## config.mk

```make
export PLATFORM = sky130hd
export DESIGN_NAME = eth_arp_ipv4_rx_classifier
export DESIGN_NICKNAME = d
export VERILOG_FILES = /design/src/hdl/earc_pkg.sv /design/src/hdl/earc_cache.sv /design/src/hdl/eth_arp_ipv4_rx_classifier.sv
export SDC_FILE = /design/constraint.sdc
export NUM_CORES = 2
export LEC_CHECK = 0
export ABC_CLOCK_PERIOD_IN_PS = 11000
export CAP_MARGIN = 20
export CORE_MARGIN = 3
export CORE_UTILIZATION = 55
export CTS_CLUSTER_SIZE = 28
export DETAILED_ROUTE_END_ITERATION = 10
export DONT_BUFFER_PORTS = 1
export PLACE_DENSITY = 0.7
export SYNTH_ARGS = -nofsm -noshare
export SYNTH_HDL_FRONTEND = slang
export SYNTH_SLANG_ARGS = --single-unit
export TNS_END_PERCENT = 50
```

## constraint.sdc

```tcl
create_clock -name clk -period 11 [get_ports clk]
set_clock_uncertainty 0.05 [all_clocks]
set_input_delay 1.1 -clock clk [delete_from_list [all_inputs] [get_ports clk]]
set_output_delay 1.1 -clock clk [all_outputs]
set_load 0.02 [all_outputs]
```

## src/hdl/earc_pkg.sv

```systemverilog
package earc_pkg;
  localparam int CacheEntries = 4;
  localparam int CacheIdxW = (CacheEntries > 1) ? $clog2(CacheEntries) : 1;
  localparam int MaxFrameLen = 2048;
  localparam int CountW = $clog2(MaxFrameLen + 1);
  localparam logic [15:0] EtArp = 16'h0806;
  localparam logic [15:0] EtIpv4 = 16'h0800;
  localparam logic [15:0] EchoId = 16'h4F53;
  localparam logic [31:0] LocalIpReset = 32'h0A00020F;

  typedef enum logic [1:0] {
    OP_BYTE = 2'd0,
    OP_ARM = 2'd1,
    OP_LOOKUP = 2'd2,
    OP_CANCEL = 2'd3
  } op_t;

  typedef enum logic [3:0] {
    V_SHORT = 4'd0, V_ARP = 4'd1, V_ARP_SHORT = 4'd2, V_NOT_IP = 4'd3,
    V_BAD_LEN = 4'd4, V_NOT_OURS = 4'd5, V_ICMP = 4'd6, V_UDP = 4'd7,
    V_TCP = 4'd8, V_OTHER = 4'd9, V_LOOKUP = 4'd10
  } verdict_t;

  typedef enum logic [2:0] {
    S_IDLE, S_SCAN, S_LEARN, S_OUT
  } state_t;

  typedef struct packed {
    logic [1:0] op;
    logic [7:0] data_byte;
    logic last;
    logic [31:0] query_ip;
  } in_item_t;

  typedef struct packed {
    logic [3:0] verdict;
    logic [31:0] src_ip;
    logic [47:0] src_mac;
    logic send_arp_reply;
    logic echo_matched;
    logic [6:0] payload_offset;
    logic [11:0] payload_len;
    logic lookup_hit;
    logic [47:0] lookup_mac;
    logic echo_waiting;
    logic [31:0] frames_seen;
  } out_item_t;

  typedef struct packed {
    logic start;
    logic [31:0] ip;
  } scan_req_t;

  typedef struct packed {
    logic done;
    logic hit;
    logic [CacheIdxW-1:0] hit_idx;
    logic [47:0] hit_mac;
    logic free_found;
    logic [CacheIdxW-1:0] free_idx;
  } scan_rsp_t;
endpackage

```

## src/hdl/earc_cache.sv

```systemverilog
module earc_cache (
  input logic clk,
  input logic rst,
  input earc_pkg::scan_req_t req,
  output earc_pkg::scan_rsp_t rsp,
  input logic wr_en,
  input logic [earc_pkg::CacheIdxW-1:0] wr_idx,
  input logic [31:0] wr_ip,
  input logic [47:0] wr_mac
);
  import earc_pkg::*;
  logic [31:0] ip_mem [CacheEntries];
  logic [47:0] mac_mem [CacheEntries];
  logic [CacheEntries-1:0] valid;
  logic busy;
  logic [CacheIdxW:0] idx;
  logic [31:0] key;
  logic [CacheIdxW-1:0] cur;

  assign cur = idx[CacheIdxW-1:0];

  always_ff @(posedge clk) begin
    if (wr_en) begin
      ip_mem[wr_idx] <= wr_ip;
      mac_mem[wr_idx] <= wr_mac;
    end
  end

  always_ff @(posedge clk) begin
    if (rst) begin
      valid <= '0;
      busy <= 1'b0;
      rsp <= '0;
      idx <= '0;
      key <= '0;
    end else begin
      if (wr_en) valid[wr_idx] <= 1'b1;
      if (req.start) begin
        busy <= 1'b1;
        idx <= '0;
        key <= req.ip;
        rsp.done <= 1'b0;
        rsp.hit <= 1'b0;
        rsp.free_found <= 1'b0;
        rsp.hit_idx <= '0;
        rsp.free_idx <= '0;
        rsp.hit_mac <= '0;
      end else if (busy) begin
        if (valid[cur] && ip_mem[cur] == key) begin
          rsp.hit <= 1'b1;
          rsp.hit_idx <= cur;
          rsp.hit_mac <= mac_mem[cur];
          busy <= 1'b0;
          rsp.done <= 1'b1;
        end else if (!valid[cur]) begin
          rsp.free_found <= 1'b1;
          rsp.free_idx <= cur;
          busy <= 1'b0;
          rsp.done <= 1'b1;
        end else if (idx == (CacheIdxW + 1)'(CacheEntries - 1)) begin
          busy <= 1'b0;
          rsp.done <= 1'b1;
        end else begin
          idx <= idx + 1'b1;
          rsp.done <= 1'b0;
        end
      end else begin
        rsp.done <= 1'b0;
      end
    end
  end
endmodule

```

## src/hdl/eth_arp_ipv4_rx_classifier.sv

```systemverilog
// channel   direction  payload     transfer when
// in        input      in_item_t   in_valid && in_ready
// out       output     out_item_t  out_valid && out_ready
// cfg       input      local_ip    cfg_we
// a frame byte without last and ops 1 and 3 are taken in S_IDLE without a cache scan
// a last byte or a lookup goes through the serial cache scan, then through S_LEARN
// when a frame's address is learned, then waits in the output register until taken
// in_ready is low from the start of the scan until the result transfers
// rst is synchronous and clears the cache valid bits, flags and counters at once
module eth_arp_ipv4_rx_classifier (
  input logic clk,
  input logic rst,
  input logic in_valid,
  output logic in_ready,
  input earc_pkg::in_item_t in_data,
  output logic out_valid,
  input logic out_ready,
  output earc_pkg::out_item_t out_data,
  input logic cfg_we,
  input logic [31:0] cfg_data
);
  import earc_pkg::*;
  state_t state, state_next;
  logic [31:0] local_ip;
  logic [CountW-1:0] byte_count;
  logic [31:0] frame_counter;
  logic wait_flag;
  logic [31:0] wait_target;
  logic [47:0] eth_mac;
  logic [15:0] eth_type;
  logic [15:0] arp_op;
  logic [47:0] arp_smac;
  logic [31:0] arp_sip, arp_tip;
  logic [3:0] ip_ihl;
  logic [15:0] ip_len;
  logic [7:0] ip_proto;
  logic [31:0] ip_src, ip_dst;
  logic [7:0] icmp_type;
  logic [15:0] icmp_id;
  out_item_t res;
  logic [31:0] learn_ip;
  logic [47:0] learn_mac;
  logic is_lookup;
  scan_req_t req;
  scan_rsp_t rsp;
  logic wr_en;
  logic [CacheIdxW-1:0] wr_idx;
  logic acc;
  logic [CountW-1:0] pos;
  logic [6:0] off;
  logic [5:0] hl;
  out_item_t cls;
  logic cls_learn, cls_clear;
  out_item_t lk_res, fr_res;

  assign acc = in_valid && in_ready;
  assign in_ready = (state == S_IDLE);
  assign out_valid = (state == S_OUT);
  assign out_data = res;
  assign pos = byte_count;
  assign hl = {ip_ihl, 2'b00};
  assign off = 7'd14 + {1'b0, hl};

  earc_cache u_cache (
    .clk(clk), .rst(rst), .req(req), .rsp(rsp),
    .wr_en(wr_en), .wr_idx(wr_idx), .wr_ip(learn_ip), .wr_mac(learn_mac)
  );

  always_comb begin
    logic [12:0] len13;
    logic [16:0] need;
    cls = '0;
    cls_learn = 1'b0;
    cls_clear = 1'b0;
    len13 = 13'(byte_count);
    need = 17'd14 + 17'(ip_len);
    if (len13 < 13'd14) begin
      cls.verdict = V_SHORT;
    end else if (eth_type == EtArp) begin
      if (len13 < 13'd42) begin
        cls.verdict = V_ARP_SHORT;
      end else begin
        cls.verdict = V_ARP;
        cls.src_ip = arp_sip;
        cls.src_mac = arp_smac;
        cls_learn = (arp_op == 16'd1) || (arp_op == 16'd2);
        cls.send_arp_reply = (arp_op == 16'd1) && (arp_tip == local_ip);
      end
    end else if (eth_type != EtIpv4) begin
      cls.verdict = V_NOT_IP;
    end else if (len13 < 13'd34 || hl < 6'd20 || len13 < 13'(off) ||
                 ip_len < 16'(hl) || need > 17'(len13)) begin
      cls.verdict = V_BAD_LEN;
    end else begin
      cls.src_ip = ip_src;
      cls.src_mac = eth_mac;
      cls.payload_offset = off;
      cls.payload_len = 12'(ip_len - 16'(hl));
      if (ip_dst != local_ip) begin
        cls.verdict = V_NOT_OURS;
      end else begin
        cls_learn = 1'b1;
        unique case (ip_proto)
          8'd1: begin
            cls.verdict = V_ICMP;
            if ((ip_len - 16'(hl)) >= 16'd8 && icmp_type == 8'd0 && wait_flag &&
                ip_src == wait_target && icmp_id == EchoId) begin
              cls_clear = 1'b1;
              cls.echo_matched = 1'b1;
            end
          end
          8'd17: cls.verdict = V_UDP;
          8'd6: cls.verdict = V_TCP;
          default: cls.verdict = V_OTHER;
        endcase
      end
    end
  end

  always_comb begin
    lk_res = '0;
    lk_res.verdict = V_LOOKUP;
    lk_res.lookup_hit = rsp.hit;
    lk_res.lookup_mac = rsp.hit ? rsp.hit_mac : '0;
    lk_res.echo_waiting = wait_flag;
    lk_res.frames_seen = frame_counter;
    fr_res = cls;
    fr_res.echo_waiting = wait_flag && !cls_clear;
    fr_res.frames_seen = frame_counter + 1'b1;
  end

  always_comb begin
    state_next = state;
    req = '0;
    wr_en = 1'b0;
    wr_idx = rsp.free_found ? rsp.free_idx : (rsp.hit ? rsp.hit_idx : '0);
    unique case (state)
      S_IDLE: begin
        if (acc && (in_data.op == OP_LOOKUP ||
            (in_data.op == OP_BYTE && in_data.last))) begin
          state_next = S_SCAN;
        end
      end
      S_SCAN: begin
        if (rsp.done) state_next = (cls_learn && !is_lookup) ? S_LEARN : S_OUT;
      end
      S_LEARN: begin
        wr_en = 1'b1;
        state_next = S_OUT;
      end
      S_OUT: begin
        if (out_ready) state_next = S_IDLE;
      end
      default: state_next = S_IDLE;
    endcase
    if (state == S_IDLE && state_next == S_SCAN) begin
      req.start = 1'b1;
      req.ip = (in_data.op == OP_LOOKUP) ? in_data.query_ip :
               ((eth_type == EtArp) ? arp_sip : ip_src);
    end
  end

  always_ff @(posedge clk) begin
    if (rst) state <= S_IDLE;
    else state <= state_next;
  end

  always_ff @(posedge clk) begin
    if (rst) begin
      local_ip <= LocalIpReset;
      byte_count <= '0;
      frame_counter <= '0;
      wait_flag <= 1'b0;
      wait_target <= '0;
      eth_mac <= '0; eth_type <= '0; arp_op <= '0; arp_smac <= '0;
      arp_sip <= '0; arp_tip <= '0; ip_ihl <= '0; ip_len <= '0;
      ip_proto <= '0; ip_src <= '0; ip_dst <= '0; icmp_type <= '0; icmp_id <= '0;
      is_lookup <= 1'b0;
    end else begin
      if (cfg_we) local_ip <= cfg_data;
      if (state == S_IDLE && acc) begin
        unique case (op_t'(in_data.op))
          OP_ARM: begin
            wait_target <= in_data.query_ip;
            wait_flag <= 1'b1;
          end
          OP_CANCEL: wait_flag <= 1'b0;
          OP_LOOKUP: is_lookup <= 1'b1;
          OP_BYTE: begin
            is_lookup <= 1'b0;
            if (!in_data.last && byte_count < CountW'(MaxFrameLen)) begin
              byte_count <= byte_count + 1'b1;
            end
            if (byte_count < CountW'(MaxFrameLen)) begin
              if (pos >= 6 && pos <= 11) eth_mac[8*(11-pos) +: 8] <= in_data.data_byte;
              if (pos == 12) eth_type[15:8] <= in_data.data_byte;
              if (pos == 13) eth_type[7:0] <= in_data.data_byte;
              if (pos == 20) arp_op[15:8] <= in_data.data_byte;
              if (pos == 21) arp_op[7:0] <= in_data.data_byte;
              if (pos >= 22 && pos <= 27) arp_smac[8*(27-pos) +: 8] <= in_data.data_byte;
              if (pos >= 28 && pos <= 31) arp_sip[8*(31-pos) +: 8] <= in_data.data_byte;
              if (pos >= 38 && pos <= 41) arp_tip[8*(41-pos) +: 8] <= in_data.data_byte;
              if (pos == 14) ip_ihl <= in_data.data_byte[3:0];
              if (pos == 16) ip_len[15:8] <= in_data.data_byte;
              if (pos == 17) ip_len[7:0] <= in_data.data_byte;
              if (pos == 23) ip_proto <= in_data.data_byte;
              if (pos >= 26 && pos <= 29) ip_src[8*(29-pos) +: 8] <= in_data.data_byte;
              if (pos >= 30 && pos <= 33) ip_dst[8*(33-pos) +: 8] <= in_data.data_byte;
              if (pos >= 14) begin
                if (pos == CountW'(off)) icmp_type <= in_data.data_byte;
                if (pos == CountW'(off) + 4) icmp_id[15:8] <= in_data.data_byte;
                if (pos == CountW'(off) + 5) icmp_id[7:0] <= in_data.data_byte;
              end
            end
            if (in_data.last && byte_count < CountW'(MaxFrameLen)) begin
              byte_count <= byte_count + 1'b1;
            end
          end
          default: ;
        endcase
      end
      if (state == S_SCAN && rsp.done) begin
        if (is_lookup) begin
          res <= lk_res;
        end else begin
          res <= fr_res;
          frame_counter <= frame_counter + 1'b1;
          if (cls_clear) wait_flag <= 1'b0;
          learn_ip <= (eth_type == EtArp) ? arp_sip : ip_src;
          learn_mac <= (eth_type == EtArp) ? arp_smac : eth_mac;
          byte_count <= '0;
          eth_mac <= '0; eth_type <= '0; arp_op <= '0; arp_smac <= '0;
          arp_sip <= '0; arp_tip <= '0; ip_ihl <= '0; ip_len <= '0;
          ip_proto <= '0; ip_src <= '0; ip_dst <= '0; icmp_type <= '0; icmp_id <= '0;
        end
      end
    end
  end
endmodule

```

Yosys cells after proc, flatten, opt, wreduce, memory -nomap -nowiden. Memory sizes are Yosys's and may differ from the RTL's. A register that Yosys moved wholly into a read port is not among the register bits. Cells that the tools add are included.

Register bits: 735. RAM bits: 320. Word-level logic and storage cells: 345. Memories: 2.

Memory list: u_cache.mac_mem (words 4, width 48, read ports 1, clocked after Yosys merged registers in 1, write ports 1, RTL line earc_cache.sv:13) `logic [47:0] mac_mem [CacheEntries];`; u_cache.ip_mem (words 4, width 32, read ports 1, clocked after Yosys merged registers in 1, write ports 1, RTL line earc_cache.sv:12) `logic [31:0] ip_mem [CacheEntries];`.

Add/subtract/negate cells: 20. Order comparisons: 25. Equal/unequal tests: 31. Shift operators: 12. Mux-type cells: 154. Bitwise logic cells: 8. Reduce and logical (&&, ||, !) cells: 50.

Operators by type and width (count): two-way mux 32 bit (26); two-way mux 48 bit (13); two-way mux 16 bit (21); negation 32 -> 34 bit (6); two-way mux 8 bit (21); two-way mux 80 bit (2); variable shift 8 x 34 -> 32 bit, first input constant (4); variable part select 8 x 34 -> 32 bit (4); bitwise mux 32 bit (4); bitwise mux 48 bit (2); == test 32 bit (3); variable shift 8 x 34 -> 48 bit, first input constant (2); variable part select 8 x 34 -> 48 bit (2); two-way mux 84 bit (1); two-way mux 81 bit (1); two-way mux 12 bit (6); two-way mux 33 bit (2); == test 12 x 5 -> 1 bit, second input constant (5); greater-or-equal comparator 12 x 5 -> 1 bit, second input constant (4); two-way mux 4 bit (10); subtractor 5 x 12 -> 13 bit, first input constant (3); == test 12 x 4 -> 1 bit, second input constant (3); less-or-equal comparator 12 x 5 -> 1 bit, second input constant (3); adder 32 x 1 -> 32 bit, second input constant (1); other kinds (62) (151).

Longest topological paths before layout.
Depth in word-level cells: 18. Gate-level depth with buffers: 23.

Modules after synthesis. Synthesis repeated with hierarchy kept, for this count alone.

Cells, all modules: 4552. Area, all modules: 50349.5 um2.

By module, submodules not included: eth_arp_ipv4_rx_classifier (instances 1, cells an instance 3672, area an instance 34763.3 um2); earc_cache (instances 1, cells an instance 880, area an instance 15586.2 um2).

Worst setup path before layout. No wires, ideal clock.

Path type: in2reg. Start point: input port rst. End point: register res (netlist bit out_data[0]) (enable). Setup time: 735 ps. Data arrival time: 9253 ps. Required time: 10215 ps. Setup slack: 963 ps. Stages: 3. Buffers on the path: 2. Cells stage by stage: clkbuf_1 -> clkbuf_1 -> nor2_1.

Word-level cells in the longest chain between the ends: 2.

Ends and longest elaborated chain: from (decl) (RTL line eth_arp_ipv4_rx_classifier.sv:12) `input logic rst,`; inverter 1 bit (no line); AND reduction 2 bit (no line); to (signal assigned) (RTL line eth_arp_ipv4_rx_classifier.sv:224) `res <= lk_res;`; to (signal assigned) (RTL line eth_arp_ipv4_rx_classifier.sv:226) `res <= fr_res;`; to (decl) (RTL line eth_arp_ipv4_rx_classifier.sv:40) `out_item_t res;`.

Every way passes these cells. A chain may end at the register's enable or synchronous reset.

Worst setup path after layout.
Start point: register byte_count[6]. End point: register arp_smac[19].

Word-level cells in the longest chain between the ends: 10.

Ends and longest elaborated chain: from (decl) (RTL line eth_arp_ipv4_rx_classifier.sv:25) `logic [CountW-1:0] byte_count;`; from (signal assigned) (RTL line eth_arp_ipv4_rx_classifier.sv:192) `byte_count <= byte_count + 1'b1;`; from (signal assigned) (RTL line eth_arp_ipv4_rx_classifier.sv:216) `byte_count <= byte_count + 1'b1;`; subtractor 5 x 12 -> 13 bit (RTL line eth_arp_ipv4_rx_classifier.sv:200) `if (pos >= 22 && pos <= 27) arp_smac[8*(27-pos) +: 8] <= in_data.data_byte;`; negation 32 -> 34 bit (RTL line eth_arp_ipv4_rx_classifier.sv:200); variable part select 8 x 34 -> 48 bit or variable shift 8 x 34 -> 48 bit (tied branches) (RTL line eth_arp_ipv4_rx_classifier.sv:200); bitwise mux 48 bit (RTL line eth_arp_ipv4_rx_classifier.sv:200); two-way mux 48 bit (RTL line eth_arp_ipv4_rx_classifier.sv:200); two-way mux 48 bit (*) (RTL line eth_arp_ipv4_rx_classifier.sv:194) `if (byte_count < CountW'(MaxFrameLen)) begin`; two-way mux 48 bit (*) (RTL line eth_arp_ipv4_rx_classifier.sv:182) `unique case (op_t'(in_data.op))`; two-way mux 48 bit (*) (RTL line eth_arp_ipv4_rx_classifier.sv:181) `if (state == S_IDLE && acc) begin`; two-way mux 48 bit (RTL line eth_arp_ipv4_rx_classifier.sv:223) `if (is_lookup) begin`; two-way mux 48 bit (*) (RTL line eth_arp_ipv4_rx_classifier.sv:222) `if (state == S_SCAN && rsp.done) begin`; to (signal, indexed assignment) (RTL line eth_arp_ipv4_rx_classifier.sv:200); to (decl) (RTL line eth_arp_ipv4_rx_classifier.sv:32) `logic [47:0] arp_smac;`.

Mark *: on every way between the ends. The rest lies on a longest branch, timed or not.

==> impl_metrics.ini <==
[outcome]
status = finished clean

[place]
post-place-ws_ps = 5120
io_buffers = 0
gp_congestion = 0.949
dpl_cell_area_um2 = 49300
place.detailed.hpwl_mm = 89.7

[min_path]
holdCritPathClass = flop to flop

[cells_and_area]
final_util_pct = 61.0
seq_area_um2 = 28000
layout_commonest_cell = edfxtp_1
drive_gt1_share_pct = 10.7
mostFrequentLayoutCells = edfxtp_1 (586), dfxtp_1 (513), nor2_1 (456)
fin_area_um2 = 53100
multiInputGateArea_um2 = 19300
syn_to_final_growth_pct = 9.79
finalNetCount = 4236
n_fill_cell = 6945

[synth]
syn_inst = 4173
synth_fa_ha_area_share_pct = 1.70
synth.distinct_cells = 91
synthSimpleGateAreaFrac_pct = 14.8
synth_seq_cells = 1104
synth_top_flop_cell = edfxtp_1
synthXorXnorAreaFrac_pct = 4.96
synth_top_family_by_area = simple AND/OR/NAND/NOR gates
syn-cell-area_um2 = 48400
synth_edf_count = 586
synth_compound_area_share_pct = 6.25
synth.avg_cell_area_um2 = 11.6
synth_warnings = 0
ys_async_sr_fraction_pct = 0
muxShareOfSynthArea_pct = 12.0
ys_seq_area_share_pct = 57.8

[sta]
clock.fmax_mhz = 166
fin_ws_ps = 4970
drv_slew = 0
min_period_ps = 6030
finalHoldViolCount = 0
period_share_pct = 54.8
rsz0062_at_grt = no
slew_headroom_pct = 20.6
holdWs_ps = 401
setup_viol = 0
final.setup.tns_ps = 0
worst_pin_slew_ps = 1190

[setup_path]
crit_fanout = 19
required_ps = 11490
endpoint_kind = flop
crit_arrival_ps = 6510
start_kind = flop
critPathKind = flop to flop

[clock_network]
cts_tree = done
ctsHoldBuffers = 0
h-tree-depth = 3
clkTransAtPathRegs_ps = 60
cts_made_buffers = 109
root_buffer = clkbuf_16
postCtsSetupRepairBufs = 0
ctsResizeCount = 0
clk_latency_ps = 690
clock_sinks = 1104
clk_path_buf_depth = 3

[global_routing]
grt_pass1_vias = 30894
gr-usage-all-layers_pct = 28.4
grt_max_degree = 162
grt_pass1_wl_mm = 197
antenna_found_initial = 4
globalRouteOverflowTotal = 0

[detailed_routing]
first_iter_violations = 3413
drt_wl_total_mm = 132
via_per_inst = 6.06
drcViolationCount = 0
avgRoutedWirePerCell_um = 24.6
drtPass1Iterations = 6
route.vias.total = 32377
ant_nets = 0

[floorplanning]
coreArea_um2 = 87000
num_rows = 108
io_pins = 269
start_util_pct = 55.6
die_height_um = 303
die_area_um2 = 91500
dieWidth_um = 303

[power]
leakagePower_nw = 19.0
powerDensity_nw_per_um2 = 155
ir_drop_v = 0.000128

[run]
drv_cap = 0
## worst max-delay path: stages, from the launching register on
cell and delay, ps:
dfxtp_1 580, inv_1 420, ha_1 440, nor3b_2 540
nand2_1 210, xnor2_1 300, nand3_1 110, o32a_1 220
nand2b_1 170, ha_1 290, nor4b_1 320, nand4_1 120
or4_1 510, nor4_2 780, nand2_1 530, nand3_1 210
o21ai_0 90
## cell type report
cell class | count | area share, %
Multi-Input combinational cell | 2774 | 36.4
Clock inverter | 54 | 1.15
Inverter | 44 | 0.311
Tap cell | 1155 | 2.72
Timing Repair Buffer | 58 | 0.935
Sequential cell | 1104 | 52.7
Clock buffer | 154 | 5.78
Antenna cell | 1 | 0.00471
## metal layers
| layer | track usage (%) | share of wire, % | vias up |
|---|---|---|---|
| li1 | - | - | 14881 |
| met1 | 40.3 | 43 | 15951 |
| met2 | 43.6 | 45 | 1309 |
| met3 | 5.85 | 8.4 | 234 |
| met4 | 9.60 | 3.5 | 2 |
| met5 | 0 | 0.0099 | - |
## logic make-up after synthesis
family                     count (synthesis)
and+or+nand+nor                         1493
DFF                                     1104
AOI/OAI and AO/OA                        472
muxes                                    469
buffers and inverters                    296
xor gates and xnor gates                 273
adders and majority gates                 65
other                                      1
## Yosys cell counts, types with 6 or more instances
cell	number	area (um^2)
a211o_1	10	87.6
a211oi_1	8	60.1
a21o_1	18	135
a21oi_1	200	1000
a22o_1	74	648
a31oi_1	8	50.1
a32oi_1	9	78.8
and2_1	44	275
and3_1	72	450
and4_1	6	52.6
buf_1	30	113
buf_2	9	45.0
clkbuf_1	206	773
dfxtp_1	518	10400
edfxtp_1	586	17600
ha_1	64	801
inv_1	38	143
mux2_2	85	957
mux2i_1	303	3030
mux4_2	81	1820
nand2_1	419	1570
nand2b_1	31	194
nand3_1	118	591
nand3b_1	7	52.6
nand4_1	64	400
nand4b_1	8	70.1
nor2_1	465	1750
nor2b_1	52	325
nor3_1	61	305
nor4_1	40	250
nor4_4	6	128
nor4b_1	11	96.3
o21a_1	6	45.0
o21ai_0	81	405
or2_2	11	68.8
or3_1	37	231
or4_1	11	82.6
xnor2_1	185	1620
xor2_1	87	762
## registers in the layout, summed over array words and instances (netlist names), 48 cells and up, named ones only
signal           cells
learn_mac           48
eth_mac             48
out_data           186
u_cache.mac_mem    192
arp_smac            48
u_cache.rsp         55
u_cache.ip_mem     128
## metrics by stage
| stage | cells | power [mW] |
|---|---|---|
| floorplan | 4174 | 4.51 |
| global placement | 5130 | 4.53 |
| detailed placement | 5130 | 4.53 |
| CTS | 5338 | 8.29 |
| global route | 5343 | 8.47 |
| finish | 5344 | 8.23 |
## worst paths after layout
kind | startpoint | to | slack, ps | depth (start not counted)
max | byte_count[6] | arp_smac[19] | 4970 | 16
min | eth_type[12] | eth_type[12] | 400 | 2
max reg2reg | byte_count[6] | arp_smac[19] | 4970 | 16
min reg2reg | eth_type[12] | eth_type[12] | 400 | 2
## power by group
| group | internal, mW | switching (mW) | total (mW) | leakage, nW |
|---|---|---|---|---|
| Clock | 2.19 | 1.59 | 3.79 | 1.80 |
| Combinational | 0.0395 | 0.0879 | 0.127 | 7.66 |
| Sequential | 4.31 | 0.0146 | 4.32 | 9.52 |
| Total | 6.54 | 1.69 | 8.23 | 19.0 |
Power figures use the tool's default switching activity.
